--- config.mk ---
export PLATFORM = sky130hd
export DESIGN_NAME = frame_reversing_word_stack_unit
export DESIGN_NICKNAME = d
export VERILOG_FILES = /design/src/hw/rtl/frws_pkg.sv /design/src/hw/rtl/frame_reversing_word_stack_unit.sv /design/src/hw/rtl/frws_cell.sv
export SDC_FILE = /design/constraint.sdc
export NUM_CORES = 2
export LEC_CHECK = 0
export ABC_AREA = 1
export BUFFER_PORTS_ARGS = -buffer_cell sky130_fd_sc_hd__clkbuf_2
export CAP_MARGIN = 20
export CORE_ASPECT_RATIO = 0.75
export CORE_MARGIN = 8
export CORE_UTILIZATION = 53
export CTS_BUF_LIST = sky130_fd_sc_hd__clkbuf_16
export DETAILED_ROUTE_END_ITERATION = 10
export PLACE_DENSITY = 0.74
export SYNTH_ARGS = -nofsm -noshare
export SYNTH_HDL_FRONTEND = slang
export SYNTH_SLANG_ARGS = --single-unit
--- constraint.sdc ---
create_clock -name clk -period 61.7 [get_ports clk]
set_input_delay 0 -clock clk [delete_from_list [all_inputs] [get_ports clk]]
set_output_delay 0 -clock clk [all_outputs]
set_load 0.005 [all_outputs]
--- src/hw/rtl/frws_pkg.sv ---
package frws_pkg;

    // fixed field widths
    localparam int DATA_W  = 32;
    localparam int BYTES_W = 3;
    localparam int LBI_W   = 8;

    // padded stream widths
    localparam int S_TDATA_W = 40;
    localparam int M_TDATA_W = 48;

    // per-cycle move command shared by every cell of the row
    typedef struct packed {
        logic push;
        logic pop;
    } cell_ctrl_t;

endpackage

--- src/hw/rtl/frame_reversing_word_stack_unit.sv ---
// frame reversing word stack
//
// s_* takes one frame of words: tdata carries the word and its byte count,
// tlast marks the final word of the frame. nothing leaves the block until
// that final word is in; then m_* replays the frame newest word first.
// the first beat out carries the final word's byte count, every later one
// WORD_BYTES; m_tlast marks the oldest word. every beat of the frame also
// carries the index of the frame's last byte and the overflow flag.
//
// words live in a row of STACK_DEPTH cells that all shift one place per
// push or pop. the first result is offered the cycle after the final
// word is taken. input is closed while a frame drains.
// a frame longer than STACK_DEPTH keeps only its newest words (the count
// wraps) and raises overflow for that frame.
// reset empties the stack by clearing the push count, and clears overflow.
// a stall on m_tready simply holds the current beat; nothing is lost.
module frame_reversing_word_stack_unit
#(
    parameter int STACK_DEPTH = 64,
    parameter int WORD_BYTES  = 4
)
(
    input  logic        clk,
    input  logic        rst_n,
    // beat in: [31:0] word_data, [34:32] byte_count, [39:35] zero
    input  logic        s_tvalid,
    output logic        s_tready,
    input  logic [frws_pkg::S_TDATA_W-1:0] s_tdata,
    input  logic        s_tlast,
    // beat out: [31:0] out_data, [34:32] out_bytes, [42:35] last_byte_index,
    // [47:43] zero
    output logic        m_tvalid,
    input  logic        m_tready,
    output logic [frws_pkg::M_TDATA_W-1:0] m_tdata,
    output logic        m_tlast,
    // [0] overflow
    output logic        m_tuser
);

    localparam int AW = $clog2(STACK_DEPTH);
    localparam int PW = $clog2(2 * STACK_DEPTH);
    localparam int CW = $clog2(STACK_DEPTH + 1);
    localparam int IW = 16;

    typedef enum logic {ST_FILL, ST_DRAIN} state_t;

    state_t                          state_reg, state_next;
    logic [PW-1:0]                   ptr_reg, ptr_next;
    logic                            ovf_reg, ovf_next;
    logic [CW-1:0]                   remain_reg, remain_next;
    logic                            first_reg, first_next;
    logic [frws_pkg::BYTES_W-1:0]    count_reg, count_next;
    logic [frws_pkg::LBI_W-1:0]      lbi_reg, lbi_next;

    logic                            in_beat;
    logic                            out_beat;
    logic [frws_pkg::DATA_W-1:0]     in_word;
    logic [frws_pkg::BYTES_W-1:0]    in_count;
    logic [AW-1:0]                   addr;
    logic                            ptr_high;
    logic [IW-1:0]                   idx_wide;
    frws_pkg::cell_ctrl_t            ctrl;
    logic [frws_pkg::DATA_W-1:0]     cell_word [STACK_DEPTH];

    assign in_word  = s_tdata[frws_pkg::DATA_W-1:0];
    assign in_count = s_tdata[frws_pkg::DATA_W +: frws_pkg::BYTES_W];

    assign s_tready = (state_reg == ST_FILL);
    assign m_tvalid = (state_reg == ST_DRAIN);
    assign in_beat  = s_tvalid && s_tready;
    assign out_beat = m_tvalid && m_tready;

    assign ctrl.push = in_beat;
    assign ctrl.pop  = out_beat;

    // word index is the push count folded into the stack depth
    assign ptr_high = (ptr_reg >= PW'(STACK_DEPTH));
    assign addr     = ptr_high ? AW'(ptr_reg - PW'(STACK_DEPTH)) : AW'(ptr_reg);

    // last byte index of the frame
    generate
        if (WORD_BYTES == 1)
        begin : g_idx_one
            assign idx_wide = IW'(addr);
        end
        else
        begin : g_idx_many
            assign idx_wide = IW'(addr) * IW'(WORD_BYTES) + IW'(in_count) - IW'(1);
        end
    endgenerate

    // row of cells: cell 0 holds the newest word
    generate
        for (genvar i = 0; i < STACK_DEPTH; i++)
        begin : g_cell
            logic [frws_pkg::DATA_W-1:0] newer_w;
            logic [frws_pkg::DATA_W-1:0] older_w;
            if (i == 0)
            begin : g_head
                assign newer_w = in_word;
            end
            else
            begin : g_mid_n
                assign newer_w = cell_word[i-1];
            end
            if (i == STACK_DEPTH - 1)
            begin : g_tail
                assign older_w = cell_word[i];
            end
            else
            begin : g_mid_o
                assign older_w = cell_word[i+1];
            end
            frws_cell u_cell
            (
                .clk   (clk),
                .ctrl  (ctrl),
                .newer (newer_w),
                .older (older_w),
                .word  (cell_word[i])
            );
        end
    endgenerate

    // frame sequencing
    always_comb
    begin
        state_next  = state_reg;
        ptr_next    = ptr_reg;
        ovf_next    = ovf_reg;
        remain_next = remain_reg;
        first_next  = first_reg;
        count_next  = count_reg;
        lbi_next    = lbi_reg;
        case (state_reg)
            ST_FILL:
            begin
                if (in_beat)
                begin
                    ovf_next = ovf_reg | ptr_high;
                    if (ptr_reg == PW'(2 * STACK_DEPTH - 1))
                    begin
                        ptr_next = '0;
                    end
                    else
                    begin
                        ptr_next = ptr_reg + PW'(1);
                    end
                    if (s_tlast)
                    begin
                        state_next  = ST_DRAIN;
                        ptr_next    = '0;
                        remain_next = CW'(addr) + CW'(1);
                        first_next  = 1'b1;
                        count_next  = in_count;
                        lbi_next    = idx_wide[frws_pkg::LBI_W-1:0];
                    end
                end
            end
            ST_DRAIN:
            begin
                if (out_beat)
                begin
                    first_next  = 1'b0;
                    remain_next = remain_reg - CW'(1);
                    if (remain_reg == CW'(1))
                    begin
                        state_next = ST_FILL;
                        ovf_next   = 1'b0;
                    end
                end
            end
            default:
            begin
                state_next = ST_FILL;
            end
        endcase
    end

    always_ff @(posedge clk or negedge rst_n)
    begin
        if (!rst_n)
        begin
            state_reg  <= ST_FILL;
            ptr_reg    <= '0;
            ovf_reg    <= 1'b0;
            remain_reg <= '0;
            first_reg  <= 1'b0;
        end
        else
        begin
            state_reg  <= state_next;
            ptr_reg    <= ptr_next;
            ovf_reg    <= ovf_next;
            remain_reg <= remain_next;
            first_reg  <= first_next;
        end
    end

    always_ff @(posedge clk)
    begin
        count_reg <= count_next;
        lbi_reg   <= lbi_next;
    end

    // output beat from the head cell
    assign m_tdata = {
        {(frws_pkg::M_TDATA_W - frws_pkg::DATA_W - frws_pkg::BYTES_W
          - frws_pkg::LBI_W){1'b0}},
        lbi_reg,
        (first_reg ? count_reg : frws_pkg::BYTES_W'(WORD_BYTES)),
        cell_word[0]
    };
    assign m_tlast = (remain_reg == CW'(1));
    assign m_tuser = ovf_reg;

endmodule

--- src/hw/rtl/frws_cell.sv ---
module frws_cell
(
    input  logic                         clk,
    input  frws_pkg::cell_ctrl_t         ctrl,
    input  logic [frws_pkg::DATA_W-1:0]  newer,
    input  logic [frws_pkg::DATA_W-1:0]  older,
    output logic [frws_pkg::DATA_W-1:0]  word
);

    logic [frws_pkg::DATA_W-1:0] word_reg;
    logic [frws_pkg::DATA_W-1:0] word_next;

    // push moves words one cell deeper, pop moves them one cell up
    always_comb
    begin
        word_next = word_reg;
        if (ctrl.push)
        begin
            word_next = newer;
        end
        else if (ctrl.pop)
        begin
            word_next = older;
        end
    end

    always_ff @(posedge clk)
    begin
        word_reg <= word_next;
    end

    assign word = word_reg;

endmodule

==> flow_summary.json <==
{
  "ys_seq_area_frac": 0.7069,
  "postPlaceCellArea_sq_um": 89600,
  "synth_commonest_cells": "5896 x nand2_1, 2059 x edfxtp_1, 386 x buf_2",
  "max_slew_margin": 0.09848,
  "synth.distinct_cells": 24,
  "htree_num_levels": 4,
  "area_growth_pct": 9.309,
  "num_vias": 55980,
  "fmax_mhz": 121.3,
  "rows": 129,
  "coreArea_sq_um": 165000,
  "post_cts_buffers": 0,
  "dr_wl_met2_um": 69180,
  "drv_slew": 0,
  "remaining_drc_errors": 0,
  "antenna_found_initial": 1,
  "ir_drop_v": 0.00004179,
  "worst_slew_pin_slew_ns": 1.352,
  "grt_pass1_vias": 53920,
  "hold_violations": 0,
  "powerDensity_nw_per_um2": 53.27,
  "ioPinCount": 97,
  "cp_data_arrival_time_ns": 8.69,
  "drt-total-wl_um": 146300,
  "yosys-top-cells-area": "edfxtp_1 70%, nand2_1 25%, buf_2 2.2%",
  "synth-edff-count": 2059,
  "synth_top_area_share": 0.7021,
  "totalPowerFinal_mw": 5.128,
  "die_x_um": 486.7,
  "synth_seq_cells": 2076,
  "final.min_clock_period_ns": 8.244,
  "syn-cell-area_sq_um": 88070,
  "place_congestion": 0.7425,
  "post-route-period-util": 0.1336,
  "clockBufferDepth": 3,
  "wl_met1_um": 69190,
  "insertion_delay_ns": 0.81,
  "crit_required_ns": 62.14,
  "status": "finished clean",
  "synth_most_common_cell": "nand2_1",
  "fin_nets": 8723,
  "fin_area_sq_um": 96260,
  "cts.sinks": 2076,
  "wl_met3_um": 5852,
  "initial_core_util": 0.5339,
  "synth_cells": 8707,
  "final_antenna_net_count": 0,
  "grt_usage": 0.1587,
  "ys_warn_count": 0,
  "die-height_um": 369.0,
  "synthArstFlopShare": 0.008189,
  "yosysTopAreaCell": "edfxtp_1",
  "rsz0062_at_grt": "false",
  "hold_class": "in -> reg",
  "p_leak_nw": 41.89,
  "worstHoldStart": "s_tlast",
  "grt_first_pass_wirelength_um": 252400,
  "gr-total-overflow": 0,
  "setup_viol": 0,
  "drt-initial-drc-count": 5796,
  "cts_root_buffer": "clkbuf_16",
  "rr_startpoint": "m_tvalid$_DFF_PN0_",
  "io_buffers": 86,
  "cts_tree": "built",
  "drt_first_pass_iters": 6,
  "cp_max_fo": 194,
  "startpoint_type": "flop",
  "grt_max_degree": 282,
  "startpoint": "m_tvalid$_DFF_PN0_",
  "via_per_inst": 5.073,
  "highest_layer": "met4",
  "drive_above_1_share": 0.04383,
  "critPathKind": "reg -> reg",
  "fin_skew_ns": 0.05265,
  "end_kind": "flop",
  "hpwl_um": 77220,
  "drv_cap": 0,
  "syn_avg_cell_area_sq_um": 10.11,
  "clk_pin_slew_worst_paths_ns": 0.06,
  "largest_reg_flops": 2048,
  "synthFlopType": "edfxtp_1",
  "die_area_sq_um": 179600,
  "setup_tns_ns": 0,
  "wl_per_cell_um": 13.26,
  "numCtsBuffers": 190
}
[routing by layer]
layer | track usage | up-vias
met5 | 0 | -
met4 | 0.03644 | 0
met3 | 0.02559 | 176
met2 | 0.2535 | 978
met1 | 0.2310 | 26870
li1 | - | 27960
[layout make-up]
type	instances	area (sq um)
Tap cell	2227	2786
Clock inverter	145	1080
Clock buffer	192	4805
Inverter	90	345.3
Timing Repair Buffer	215	1719
Multi-Input combinational cell	6088	23270
Fill cell	13280	68690
Antenna cell	1	2.502
Sequential cell	2076	62250
[worst max-delay path, cell delays in order, from the launching register on]
cell and delay, ns:
dfrtp_1 0.62, nor2_8 0.18, buf_4 0.75, inv_8 0.56, nand2_4 0.67, buf_4 0.83, buf_12 0.77, buf_4 0.71
buf_4 0.84, buf_4 0.78, buf_4 0.73
[kinds of logic after synthesis]
kind of cell             count (synthesis)  share of synthesized area
AND/OR/NAND/NOR                       5937                     0.2538
flip-flops                            2076                     0.7069
buffers and inverters                  547                    0.02910
AO/OA/AOI/OAI                          124                   0.007132
adder cells (fa/ha/maj)                 17                   0.002501
XOR/XNOR                                 5                  0.0004972
other                                    1                 0.00004258
[metrics by stage]
stage	cells	utilization	setup WS [ns]	hold WS, ns
final	11030	0.5836	53.46	0.06900
after global routing	11030	0.5836	52.83	0.08351
after CTS	11030	0.5834	53.40	0.006751
after detailed placement	10620	0.5432	53.44	-0.03315
after global placement	10620	0.5432	53.59	-0.03080
after floorplan	8711	-	14.63	-0.2956
[report_power, final]
| part | leakage [nW] | internal [mW] | switching [mW] | total (mW) |
|---|---|---|---|---|
| clock | 3.06 | 0.601 | 0.513 | 1.11 |
| combinational | 18.5 | 0.340 | 0.718 | 1.06 |
| sequential | 20.4 | 2.59 | 0.364 | 2.96 |
[placed cells by master (no fill, tap or decap), types with 4 or more instances in the layout]
master / instances
nand4_1: 9
clkinv_16: 7
nand2_1: 5895
clkinv_2: 25
clkbuf_2: 86
buf_4: 44
bufinv_16: 8
inv_1: 140
conb_1: 5
buf_12: 9
xor2_1: 4
nor2_1: 10
dfrtp_1: 17
clkinv_1: 44
o22ai_1: 4
dlygate4sd3_1: 75
edfxtp_1: 2059
inv_16: 4
nand3_1: 19
o21ai_0: 117
ha_1: 16
clkbuf_16: 192
[timing repair]
action	CTS	global route
endpoints found under the setup margin	0	0
endpoints found under the hold margin	87	0
hold buffers	75	0
resized for setup	0	0
[path summary, 6_finish.rpt]
path,slack [ns],depth (start not counted),end
min in group asynchronous,0.37,3,ptr_reg[0]$_DFFE_PN0P_
max in group asynchronous,60.83,3,remain_reg[0]$_DFFE_PN0P_
min reg2reg,0.44,0,g_cell[63].u_cell.word[9]$_DFFE_PP_
max,53.46,10,g_cell[60].u_cell.word[19]$_DFFE_PP_
min,0.07,5,ptr_reg[4]$_DFFE_PN0P_
max reg2reg,53.46,10,g_cell[60].u_cell.word[19]$_DFFE_PP_
(Power assumes the default switching activity.)
